==> config.mk <==
export PLATFORM = sky130hd
export DESIGN_NAME = ptp_slave_sync_offset_flat
export DESIGN_NICKNAME = d
export VERILOG_FILES = /design/src/rtl/core/ptpso_pkg.sv /design/src/rtl/core/ptpso_msg_if.sv /design/src/rtl/core/ptpso_res_if.sv /design/src/rtl/core/ptp_slave_sync_offset.sv /design/src/flat_wrapper.sv
export SDC_FILE = /design/constraint.sdc
export NUM_CORES = 1
export LEC_CHECK = 0
export BUFFER_PORTS_ARGS = -buffer_cell sky130_fd_sc_hd__buf_4
export CORE_ASPECT_RATIO = 1.2
export CORE_MARGIN = 4
export CORE_UTILIZATION = 45
export CTS_CLUSTER_DIAMETER = 50
export DETAILED_ROUTE_END_ITERATION = 8
export PLACE_DENSITY = 0.71
export SYNTH_ARGS = -nofsm -noshare
export SYNTH_HDL_FRONTEND = slang
export SYNTH_SLANG_ARGS = --single-unit
==> constraint.sdc <==
create_clock -name clk -period 8.7 [get_ports clk]
set_input_delay 0.87 -clock clk [delete_from_list [all_inputs] [get_ports clk]]
set_output_delay 0.87 -clock clk [all_outputs]
set_load 0.05 [all_outputs]
==> src/rtl/core/ptpso_pkg.sv <==
// Package for the PTPv1 slave sync/offset block.
// Holds the transaction payload types, status and mode codes, and time constants.
// Depends on nothing.
package ptpso_pkg;

    localparam logic [15:0] PTP_VERSION_1   = 16'h0001;
    localparam logic [7:0]  MSG_TYPE_EVENT   = 8'h01;
    localparam logic [7:0]  MSG_TYPE_GENERAL = 8'h02;
    localparam logic [7:0]  CTRL_SYNC        = 8'h00;
    localparam logic [7:0]  CTRL_FOLLOW_UP   = 8'h02;
    localparam logic [7:0]  CTRL_DELAY_RESP  = 8'h03;

    localparam logic [2:0] STATUS_OK          = 3'd0;
    localparam logic [2:0] STATUS_NOT_V1      = 3'd1;
    localparam logic [2:0] STATUS_UNSUPPORTED = 3'd2;
    localparam logic [2:0] STATUS_SYNC_BUSY   = 3'd3;
    localparam logic [2:0] STATUS_FUP_MISMATCH = 3'd4;

    localparam logic [1:0] MODE_IDLE        = 2'd0;
    localparam logic [1:0] MODE_AWAIT_FUP   = 2'd1;
    localparam logic [1:0] MODE_AWAIT_DRESP = 2'd3;

    localparam logic [32:0] NSEC_PER_SEC = 33'd1000000000;

    typedef struct packed {
        logic [15:0] version_word;
        logic [7:0]  message_type;
        logic [7:0]  control_code;
        logic [47:0] source_uuid;
        logic [15:0] sequence_number;
        logic [31:0] stamp_sec;
        logic [29:0] stamp_nsec;
        logic [31:0] local_sec;
        logic [29:0] local_nsec;
        logic [31:0] request_sent_sec;
        logic [29:0] request_sent_nsec;
    } msg_t;

    typedef struct packed {
        logic [2:0]  status;
        logic [1:0]  mode_after;
        logic        send_delay_request;
        logic        clock_set;
        logic [31:0] corrected_sec;
        logic [29:0] corrected_nsec;
    } res_t;

endpackage

==> src/rtl/core/ptpso_msg_if.sv <==
// Valid/ready channel carrying one PTPv1 message transaction.
// Depends on ptpso_pkg for msg_t.
interface ptpso_msg_if import ptpso_pkg::*; ();
    logic valid;
    logic ready;
    msg_t data;

    modport source (output valid, output data, input ready);
    modport sink (input valid, input data, output ready);
endinterface

==> src/rtl/core/ptpso_res_if.sv <==
// Valid/ready channel carrying one result transaction.
// Depends on ptpso_pkg for res_t.
interface ptpso_res_if import ptpso_pkg::*; ();
    logic valid;
    logic ready;
    res_t data;

    modport source (output valid, output data, input ready);
    modport sink (input valid, input data, output ready);
endinterface

==> src/rtl/core/ptp_slave_sync_offset.sv <==
// PTPv1 slave sync/offset engine: decode, state update and corrected time.
// A message transaction is registered in the input stage, its result in the result register.
// Throughput: 1 message per cycle while result.ready holds; the state update and the
// offset arithmetic sit between the input register and the result register.
// Reset: rst_n asynchronous active low; mode idle, held id, sequence and
// differences cleared, both stages empty.
module ptp_slave_sync_offset import ptpso_pkg::*;
(
    input  logic         clk,
    input  logic         rst_n,
    ptpso_msg_if.sink    msg,
    ptpso_res_if.source  result
);

    localparam logic [2:0] KIND_BAD_VERSION = 3'd0;
    localparam logic [2:0] KIND_SYNC        = 3'd1;
    localparam logic [2:0] KIND_FOLLOW_UP   = 3'd2;
    localparam logic [2:0] KIND_DELAY_RESP  = 3'd3;
    localparam logic [2:0] KIND_UNSUPPORTED = 3'd4;

    // input stage
    logic               s1_valid_reg;
    logic [2:0]         s1_kind_reg;
    logic [47:0]        s1_uuid_reg;
    logic [15:0]        s1_seq_reg;
    logic [31:0]        s1_local_sec_reg;
    logic [29:0]        s1_local_nsec_reg;
    logic signed [32:0] s1_fwd_sec_reg;
    logic signed [30:0] s1_fwd_nsec_reg;
    logic signed [32:0] s1_back_sec_reg;
    logic signed [30:0] s1_back_nsec_reg;

    // state
    logic [1:0]         mode_reg;
    logic [1:0]         mode_next;
    logic [47:0]        held_uuid_reg;
    logic [47:0]        held_uuid_next;
    logic [15:0]        held_seq_reg;
    logic [15:0]        held_seq_next;
    logic signed [32:0] fwd_sec_reg;
    logic signed [32:0] fwd_sec_next;
    logic signed [30:0] fwd_nsec_reg;
    logic signed [30:0] fwd_nsec_next;

    // result stage
    logic               out_valid_reg;
    res_t               out_data_reg;
    res_t               out_data_next;

    logic               out_free;
    logic               s1_advance;
    logic               msg_accept;
    logic [2:0]         in_kind;

    logic signed [33:0] diff_sec;
    logic signed [33:0] diff_sec_adj;
    logic signed [32:0] half_sec;
    logic signed [31:0] diff_nsec;
    logic signed [31:0] diff_nsec_adj;
    logic signed [30:0] half_nsec;
    logic signed [32:0] raw_nsec;
    logic [32:0]        norm_nsec;
    logic [31:0]        base_sec;
    logic [31:0]        norm_sec;
    logic [16:0]        seq_expected;

    assign out_free   = !out_valid_reg || result.ready;
    assign s1_advance = s1_valid_reg && out_free;
    assign msg.ready  = !s1_valid_reg || out_free;
    assign msg_accept = msg.valid && msg.ready;

    assign result.valid = out_valid_reg;
    assign result.data  = out_data_reg;

    always_comb
    begin
        if (msg.data.version_word != PTP_VERSION_1)
        begin
            in_kind = KIND_BAD_VERSION;
        end
        else if (msg.data.control_code == CTRL_SYNC && msg.data.message_type == MSG_TYPE_EVENT)
        begin
            in_kind = KIND_SYNC;
        end
        else if (msg.data.control_code == CTRL_FOLLOW_UP
                 && msg.data.message_type == MSG_TYPE_GENERAL)
        begin
            in_kind = KIND_FOLLOW_UP;
        end
        else if (msg.data.control_code == CTRL_DELAY_RESP
                 && msg.data.message_type == MSG_TYPE_GENERAL)
        begin
            in_kind = KIND_DELAY_RESP;
        end
        else
        begin
            in_kind = KIND_UNSUPPORTED;
        end
    end

    always_ff @(posedge clk or negedge rst_n)
    begin
        if (!rst_n)
        begin
            s1_valid_reg <= 1'b0;
        end
        else if (msg.ready)
        begin
            s1_valid_reg <= msg.valid;
        end
    end

    always_ff @(posedge clk)
    begin
        if (msg_accept)
        begin
            s1_kind_reg       <= in_kind;
            s1_uuid_reg       <= msg.data.source_uuid;
            s1_seq_reg        <= msg.data.sequence_number;
            s1_local_sec_reg  <= msg.data.local_sec;
            s1_local_nsec_reg <= msg.data.local_nsec;
            s1_fwd_sec_reg    <= {1'b0, msg.data.local_sec} - {1'b0, msg.data.stamp_sec};
            s1_fwd_nsec_reg   <= {1'b0, msg.data.local_nsec} - {1'b0, msg.data.stamp_nsec};
            s1_back_sec_reg   <= {1'b0, msg.data.stamp_sec} - {1'b0, msg.data.request_sent_sec};
            s1_back_nsec_reg  <= {1'b0, msg.data.stamp_nsec}
                                 - {1'b0, msg.data.request_sent_nsec};
        end
    end

    // corrected time: arrival minus truncated half of (forward - backward)
    always_comb
    begin
        diff_sec     = {fwd_sec_reg[32], fwd_sec_reg} - {s1_back_sec_reg[32], s1_back_sec_reg};
        diff_sec_adj = diff_sec + {33'd0, diff_sec[33]};
        half_sec     = diff_sec_adj[33:1];
        base_sec     = s1_local_sec_reg - half_sec[31:0];

        diff_nsec     = {fwd_nsec_reg[30], fwd_nsec_reg}
                        - {s1_back_nsec_reg[30], s1_back_nsec_reg};
        diff_nsec_adj = diff_nsec + {31'd0, diff_nsec[31]};
        half_nsec     = diff_nsec_adj[31:1];
        raw_nsec      = {3'b000, s1_local_nsec_reg} - {{2{half_nsec[30]}}, half_nsec};

        if (raw_nsec[32])
        begin
            norm_nsec = raw_nsec + NSEC_PER_SEC;
            norm_sec  = base_sec - 32'd1;
        end
        else if (raw_nsec >= NSEC_PER_SEC)
        begin
            norm_nsec = raw_nsec - NSEC_PER_SEC;
            norm_sec  = base_sec + 32'd1;
        end
        else
        begin
            norm_nsec = raw_nsec;
            norm_sec  = base_sec;
        end
    end

    assign seq_expected = {1'b0, held_seq_reg} + 17'd1;

    always_comb
    begin
        mode_next      = mode_reg;
        held_uuid_next = held_uuid_reg;
        held_seq_next  = held_seq_reg;
        fwd_sec_next   = fwd_sec_reg;
        fwd_nsec_next  = fwd_nsec_reg;

        out_data_next.status             = STATUS_OK;
        out_data_next.send_delay_request = 1'b0;
        out_data_next.clock_set          = 1'b0;
        out_data_next.corrected_sec      = 32'd0;
        out_data_next.corrected_nsec     = 30'd0;

        case (s1_kind_reg)
            KIND_BAD_VERSION:
            begin
                out_data_next.status = STATUS_NOT_V1;
            end
            KIND_SYNC:
            begin
                held_seq_next = s1_seq_reg;
                if (mode_reg != MODE_IDLE)
                begin
                    out_data_next.status = STATUS_SYNC_BUSY;
                end
                else
                begin
                    held_uuid_next = s1_uuid_reg;
                    fwd_sec_next   = s1_fwd_sec_reg;
                    fwd_nsec_next  = s1_fwd_nsec_reg;
                    mode_next      = MODE_AWAIT_FUP;
                end
            end
            KIND_FOLLOW_UP:
            begin
                if (s1_uuid_reg != held_uuid_reg || seq_expected != {1'b0, s1_seq_reg})
                begin
                    out_data_next.status = STATUS_FUP_MISMATCH;
                    mode_next            = MODE_IDLE;
                end
                else
                begin
                    out_data_next.send_delay_request = 1'b1;
                    mode_next                        = MODE_AWAIT_DRESP;
                end
            end
            KIND_DELAY_RESP:
            begin
                out_data_next.clock_set      = 1'b1;
                out_data_next.corrected_sec  = norm_sec;
                out_data_next.corrected_nsec = norm_nsec[29:0];
                mode_next                    = MODE_IDLE;
            end
            default:
            begin
                out_data_next.status = STATUS_UNSUPPORTED;
            end
        endcase

        out_data_next.mode_after = mode_next;
    end

    always_ff @(posedge clk or negedge rst_n)
    begin
        if (!rst_n)
        begin
            mode_reg      <= MODE_IDLE;
            held_uuid_reg <= 48'd0;
            held_seq_reg  <= 16'd0;
            fwd_sec_reg   <= 33'sd0;
            fwd_nsec_reg  <= 31'sd0;
            out_valid_reg <= 1'b0;
        end
        else
        begin
            if (s1_advance)
            begin
                mode_reg      <= mode_next;
                held_uuid_reg <= held_uuid_next;
                held_seq_reg  <= held_seq_next;
                fwd_sec_reg   <= fwd_sec_next;
                fwd_nsec_reg  <= fwd_nsec_next;
            end
            if (out_free)
            begin
                out_valid_reg <= s1_valid_reg;
            end
        end
    end

    always_ff @(posedge clk)
    begin
        if (s1_advance)
        begin
            out_data_reg <= out_data_next;
        end
    end

endmodule
==> src/flat_wrapper.sv <==
// flat-port wrapper written by rule: the top's interface ports become plain ports
module ptp_slave_sync_offset_flat import ptpso_pkg::*;
  (clk, rst_n, msg_valid, msg_data, msg_ready, result_valid, result_data, result_ready);
  ptpso_msg_if msg_i ();
  ptpso_res_if result_i ();
  input  logic clk;
  input  logic rst_n;
  input wire logic [$bits(msg_i.valid)-1:0] msg_valid;
  input wire logic [$bits(msg_i.data)-1:0] msg_data;
  output wire logic [$bits(msg_i.ready)-1:0] msg_ready;
  output wire logic [$bits(result_i.valid)-1:0] result_valid;
  output wire logic [$bits(result_i.data)-1:0] result_data;
  input wire logic [$bits(result_i.ready)-1:0] result_ready;
  assign msg_i.valid = msg_valid;
  assign msg_i.data = msg_data;
  assign msg_ready = msg_i.ready;
  assign result_valid = result_i.valid;
  assign result_data = result_i.data;
  assign result_i.ready = result_ready;
  ptp_slave_sync_offset u_core (.clk(clk), .rst_n(rst_n), .msg(msg_i), .result(result_i));
endmodule
# Word-level counts from Yosys, hierarchy flattened
# Cells that the tools add are included.
[classes] n_eq_ne=10 n_reduce_logical=17 muxes=15 magnitude_cmp=1 addsub=15 n_bitwise=1
[ops] operator="32-bit by 32-bit subtractor with 33-bit output" n=2
[ops] operator="32-bit 2-to-1 mux" n=2
[ops] operator="31-bit by 31-bit subtractor with 32-bit output" n=2
[ops] operator="63-bit 2-to-1 mux" n=1
[ops] operator="30-bit by 30-bit subtractor with 31-bit output" n=2
[ops] operator="30-bit 2-to-1 mux" n=2
[ops] operator="48-bit inequality test" n=1
[ops] operator="33-bit by 33-bit subtractor with 34-bit output" n=1
[ops] operator="33-bit by 1-bit adder with 33-bit output" n=1
[ops] operator="33-bit by 30-bit greater-or-equal comparator with 1-bit output, second input constant" n=1
[ops] operator="32-bit by 1-bit adder with 32-bit output" n=1
[ops] operator="32-bit by 1-bit adder with 32-bit output, second input constant" n=1
[ops] operator="32-bit by 1-bit subtractor with 32-bit output, second input constant" n=1
[ops] operator="32-bit subtractor" n=1
[ops] operator="30-bit adder, second input constant" n=1
[ops] operator="30-bit subtractor, second input constant" n=1
[ops] operator="8-bit by 2-bit == test with 1-bit output, second input constant" n=3
[ops] operator="16-bit by 1-bit adder with 17-bit output, second input constant" n=1
[ops] operator="17-bit by 16-bit inequality test with 1-bit output" n=1
[ops] operator="16-bit by 1-bit inequality test with 1-bit output, second input constant" n=1
[ops] operator="3-bit case mux with 4 select lines" n=1
[ops] operator="8-bit by 1-bit == test with 1-bit output, second input constant" n=1
[ops] operator="8-bit logical NOT" n=1
[ops] operator="2-bit 2-to-1 mux" n=4
[ops] operator="15 further kinds" n=25
[word_totals] in_bits=286 word_cells=83 output_inout_bits=71 register_bits=458

# Logic depth before layout (Yosys ltp)
[logic_depth] ltp_word=7 depth_mapped=33 depth_no_buf=31

# Least setup slack after synthesis
# No wires, ideal clock.
[synth_timing] kind="input port to flip-flop" from="in result_ready" to="reg u_core.s1_back_nsec_reg[0] (enable)" required_time_ns=8.051 setup_slack_ns=0.828 n_path_buf=0 path_stages=2 arrival_time_ns=7.223 setup_time_ns=0.649 cell_sequence="nand3b_1 -> and2_1"
[synth_via] elab_chain_cells=3
[synth_rtl] item="start: declaration" line="flat_wrapper.sv:13" text="input wire logic [$bits(result_i.ready)-1:0] result_ready;"
[synth_rtl] item="1-bit logical OR" line="ptp_slave_sync_offset.sv:67" text="assign out_free = !out_valid_reg || result.ready;"
[synth_rtl] item="1-bit logical OR" line="ptp_slave_sync_offset.sv:69" text="assign msg.ready = !s1_valid_reg || out_free;"
[synth_rtl] item="1-bit logical AND" line="ptp_slave_sync_offset.sv:70" text="assign msg_accept = msg.valid && msg.ready;"
[synth_rtl] item="named net u_core.msg_accept" line="ptp_slave_sync_offset.sv:52" text="logic msg_accept;"
[synth_rtl] item="end signal: assignment" line="ptp_slave_sync_offset.sv:125" text="s1_back_nsec_reg <= {1'b0, msg.data.stamp_nsec}"
[synth_rtl] item="end: declaration" line="ptp_slave_sync_offset.sv:31" text="logic signed [30:0] s1_back_nsec_reg;"
# The timed path passes the listed nets, and every way through them passes these cells.
# A chain may end at the register's enable or synchronous reset.

# Worst setup path after layout
[layout_timing] from="reg u_core.fwd_nsec_reg[9]" to="reg u_core.out_data_reg, in the netlist u_core.result.data[18], data pin"
[layout_via] elab_chain_cells=6 elab_cells_between_ends=8 cone_classes="add/sub: 5; order compare: 1; mux: 2"
[layout_rtl] item="start: declaration" line="ptp_slave_sync_offset.sv:42" text="logic signed [30:0] fwd_nsec_reg;"
[layout_rtl] item="start signal: assignment" line="ptp_slave_sync_offset.sv:245" text="fwd_nsec_reg <= fwd_nsec_next;"
[layout_rtl] item="31-bit by 31-bit subtractor with 32-bit output *" line="ptp_slave_sync_offset.sv:139" text="- {s1_back_nsec_reg[30], s1_back_nsec_reg};"
[layout_rtl] item="32-bit by 1-bit adder with 32-bit output *" line="ptp_slave_sync_offset.sv:140" text="diff_nsec_adj = diff_nsec + {31'd0, diff_nsec[31]};"
[layout_rtl] item="31-bit by 31-bit subtractor with 32-bit output *" line="ptp_slave_sync_offset.sv:142" text="raw_nsec = {3'b000, s1_local_nsec_reg} - {{2{half_nsec[30]}}, half_nsec};"
[layout_rtl] item="30-bit subtractor or 33-bit by 30-bit greater-or-equal comparator with 1-bit output (tied branches)" line="ptp_slave_sync_offset.sv:151, ptp_slave_sync_offset.sv:149"
[layout_rtl] item="30-bit 2-to-1 mux" line="ptp_slave_sync_offset.sv:149" text="else if (raw_nsec >= NSEC_PER_SEC)"
[layout_rtl] item="30-bit 2-to-1 mux *" line="ptp_slave_sync_offset.sv:144" text="if (raw_nsec[32])"
[layout_rtl] item="end signal: assignment" line="ptp_slave_sync_offset.sv:258" text="out_data_reg <= out_data_next;"
[layout_rtl] item="end: declaration" line="ptp_slave_sync_offset.sv:47" text="res_t out_data_reg;"
# Every way passes the cells marked *; elsewhere a longest branch is shown, timed or not.

==> qor.csv <==
metric,value,unit
synth_compound_area_share,16.57,%
slowest_delay,0.60,ns
grt_antenna_before_repair,0,
synth_seq_cells,458,
wl,87.69,mm
rsz0062_at_grt,false,
cts_sinks,458,
ir_drop,0.2464,mV
ys_types,98,
track_usage,21.66,%
power_density,444.7,nW/µm²
die_h,305.8,µm
utilization,53.41,%
fin_nets,4342,
vias,26620,
crit_cells,27,
multi_input_area,18890,µm²
fin_worst_skew,0.04185,ns
path_class,reg2reg,
p_sw_share,49.41,%
avgSynthCellArea,9.721,µm²
drt-initial-drc-count,1391,
die_x,256.2,µm
drv_cap,0,
htreeDepth,2,
power_frac_comb,68.4,%
clk_transition_reported_paths,0.06,ns
die_area,78330,µm²
yosysWarnings,0,
critical_path.top_delay_family,compound AO/OA/AOI/OAI gates,
io-pin-count,357,
grt_pass1_vias,26400,
drtPass1Iterations,5,
crit_buf_inv,2,
clkPwrFrac,13.1,%
clk_path_buf_depth,3,
status,finished clean,
place_hpwl,69.37,mm
critPathMostFrequentCell,ha_1,
grt_pass1_wl,138.8,mm
largest_reg_flops,69,
ff_latch_area,13090,µm²
min_path_type,in2async,
preCtsSetupSlack,0.1804,ns
yosysSeqAreaShare,39.37,%
ys_async_sr_fraction,28.82,%
gp_congestion,0.9221,
tns,0,ns
worst-path-max-fanout,13,
seq_power_share,18.5,%
drv_slew,0,
viasPerCell,5.581,
fillerInstances,6535,
cts_tree,yes,
netlist_area,33260,µm²
grt_remaining_overflow,0,
setup_viol,0,
setup_ws,0.6746,ns
p_int,8.751,mW
drc,0,
start_util,45.66,%
ff2ff_path_depth,27,
final_antenna_net_count,0,
io_buffers,356,
crit_path_start_kind,flop,
synthAdderAreaFrac,10.15,%
synth-xor-area-share,8.653,%
fmax,124.6,MHz
syn2layout_area_growth,16.97,%
synth_nets,3972,
drive_above_1_share,17.58,%
core-area,72830,µm²
synth_edf_count,326,
cts_hold_buf,0,
clock-root-buffer,clkbuf_16,
synthSimpleGateAreaFrac,15.56,%
timing.final.hold_violations,0,
numCtsBuffers,52,
antenna_cells,0,
cp.arrival,8.41,ns
cp_slowest_cell,or4_1,
rrSetupSlack,0.67,ns
slew_headroom,30.91,%
synthMuxAreaShare,5.629,%
post_drt_wl_per_cell,18.39,µm
finalCritPeriodShare,92.25,%
grt_max_degree,142,
synth_top_family_by_area,compound AO/OA/AOI/OAI gates,
total_leakage_power,16.75,nW
ys.flop_type,edfxtp_1,
holdWs,0.3580,ns
finalCriticalPeriod,8.025,ns
synthCells,3421,
rows,108,
worst_setup_path_end_kind,flop,
worst_slew_pin_slew,1.023,ns
crit_required,9.09,ns
power.switching,8.548,mW
worstSkewPairLatency,0.61,ns
==> synthesized netlist by cell type, drive strengths merged (43+ instances only) <==
library cell,n,area (µm²)
xnor2,181,1585
nand2b,56,352.8
nand2,272,1023
ha,257,3216
mux2,128,1441
edfxtp,326,9789
clkbuf,48,180.2
a21o,80,600.6
nor4,43,290.3
xor2,145,1270
o21a,45,337.8
nand3,79,395.4
inv,297,1115
mux2i,43,430.4
nor2,229,862.1
o21ai,157,789.5
dfrtp,132,3303
a21oi,198,1013
nor3,106,530.5
==> cells in the final DEF, fill, tap and decap left out, types with 10 or more instances in the layout <==
cell type and n:
nand3_1 79, o21a_1 45, or4_1 13, a32oi_1 10, dfrtp_1 132, buf_4 375
nor4_1 38, a2111oi_0 13, a31oi_1 25, nor2b_1 34, xnor2_1 181, o211ai_1 30
o21ai_0 153, and2_1 31, clkbuf_16 53, nor3b_1 10, nand4_1 26, mux2_2 128
or2_2 26, ha_1 257, o21bai_1 18, or3_1 27, a21oi_1 193, edfxtp_1 326
mux2i_1 43, a21o_1 80, a211o_1 14, a211oi_1 40, a21boi_0 17, inv_1 295
o2111ai_1 10, nor2_1 228, nand2_1 271, nand2b_1 55, nor3_1 106, o31ai_1 14
and3_1 41, xor2_1 145
==> final cells by class <==
| cell class | instances | share of cell area (%) |
|---|---|---|
| Inverter | 297 | 2.869 |
| Sequential cell | 458 | 33.66 |
| Timing Repair Buffer | 377 | 7.317 |
| Multi-Input combinational cell | 2605 | 48.57 |
| Clock buffer | 69 | 3.795 |
| Tap cell | 935 | 3.007 |
| Clock inverter | 28 | 0.7880 |
==> routing by layer <==
metal	vias up	global-route usage (%)	part of all wire, %
li1	13270	-	-
met1	12600	26.94	41
met2	623	39.83	51
met3	123	2.542	4.7
met4	0	5.831	2.7
met5	-	0	0
==> what timing repair did <==
action / in CTS / in global routing
setup buffers: 0 / 2
setup endpoints to repair: 0 / 53
gates resized for setup: 0 / 18
==> power groups by stage <==
stage | clock network [mW] | logic, mW | registers (mW)
6_report | 2.26 | 11.8 | 3.20
5_1_grt | 2.40 | 13.2 | 3.25
4_1_cts | 2.31 | 11.6 | 3.20
3_5_place_dp | 0 | 11.5 | 3.24
3_3_place_gp | 0 | 11.5 | 3.22
2_1_floorplan | 0 | 8.76 | 3.36
==> stage by stage <==
stage                     std cells  cell area (µm²)  power, mW
after CTS                      4767            38810      17.13
after global placement         4670            37030      14.70
final                          4769            38900      17.30
after global routing           4769            38900      18.81
after detailed placement       4670            37030      14.77
after floorplan                3421            33260      12.12
==> worst paths after layout <==
| path | start | to |
|---|---|---|
| worst min-delay path | rst_n | u_core.held_uuid_reg[8]$_DFFE_PN0P_ |
| max in group asynchronous | rst_n | u_core.fwd_nsec_reg[28]$_DFFE_PN0P_ |
| worst max register to register | u_core.fwd_nsec_reg[9]$_DFFE_PN0P_ | u_core.result.data[18]$_SDFFCE_PN0P_ |
| worst min register to register | u_core.s1_fwd_sec_reg[7]$_DFFE_PP_ | u_core.fwd_sec_reg[7]$_DFFE_PN0P_ |
| min in group clk | msg_data[192] | u_core.s1_seq_reg[6]$_DFFE_PP_ |
| worst max-delay path | u_core.fwd_nsec_reg[9]$_DFFE_PN0P_ | u_core.result.data[18]$_SDFFCE_PN0P_ |
==> logic make-up (layout without fill, tap and decap cells) <==
logic type | count (synthesis) | in the layout
compound gates | 809 | 809
xor+xnor | 327 | 327
flops | 458 | 458
buf+inv | 358 | 771
mux | 171 | 171
fa+ha+maj | 265 | 265
simple gates | 1033 | 1033
Power figures use the tool's default switching activity.
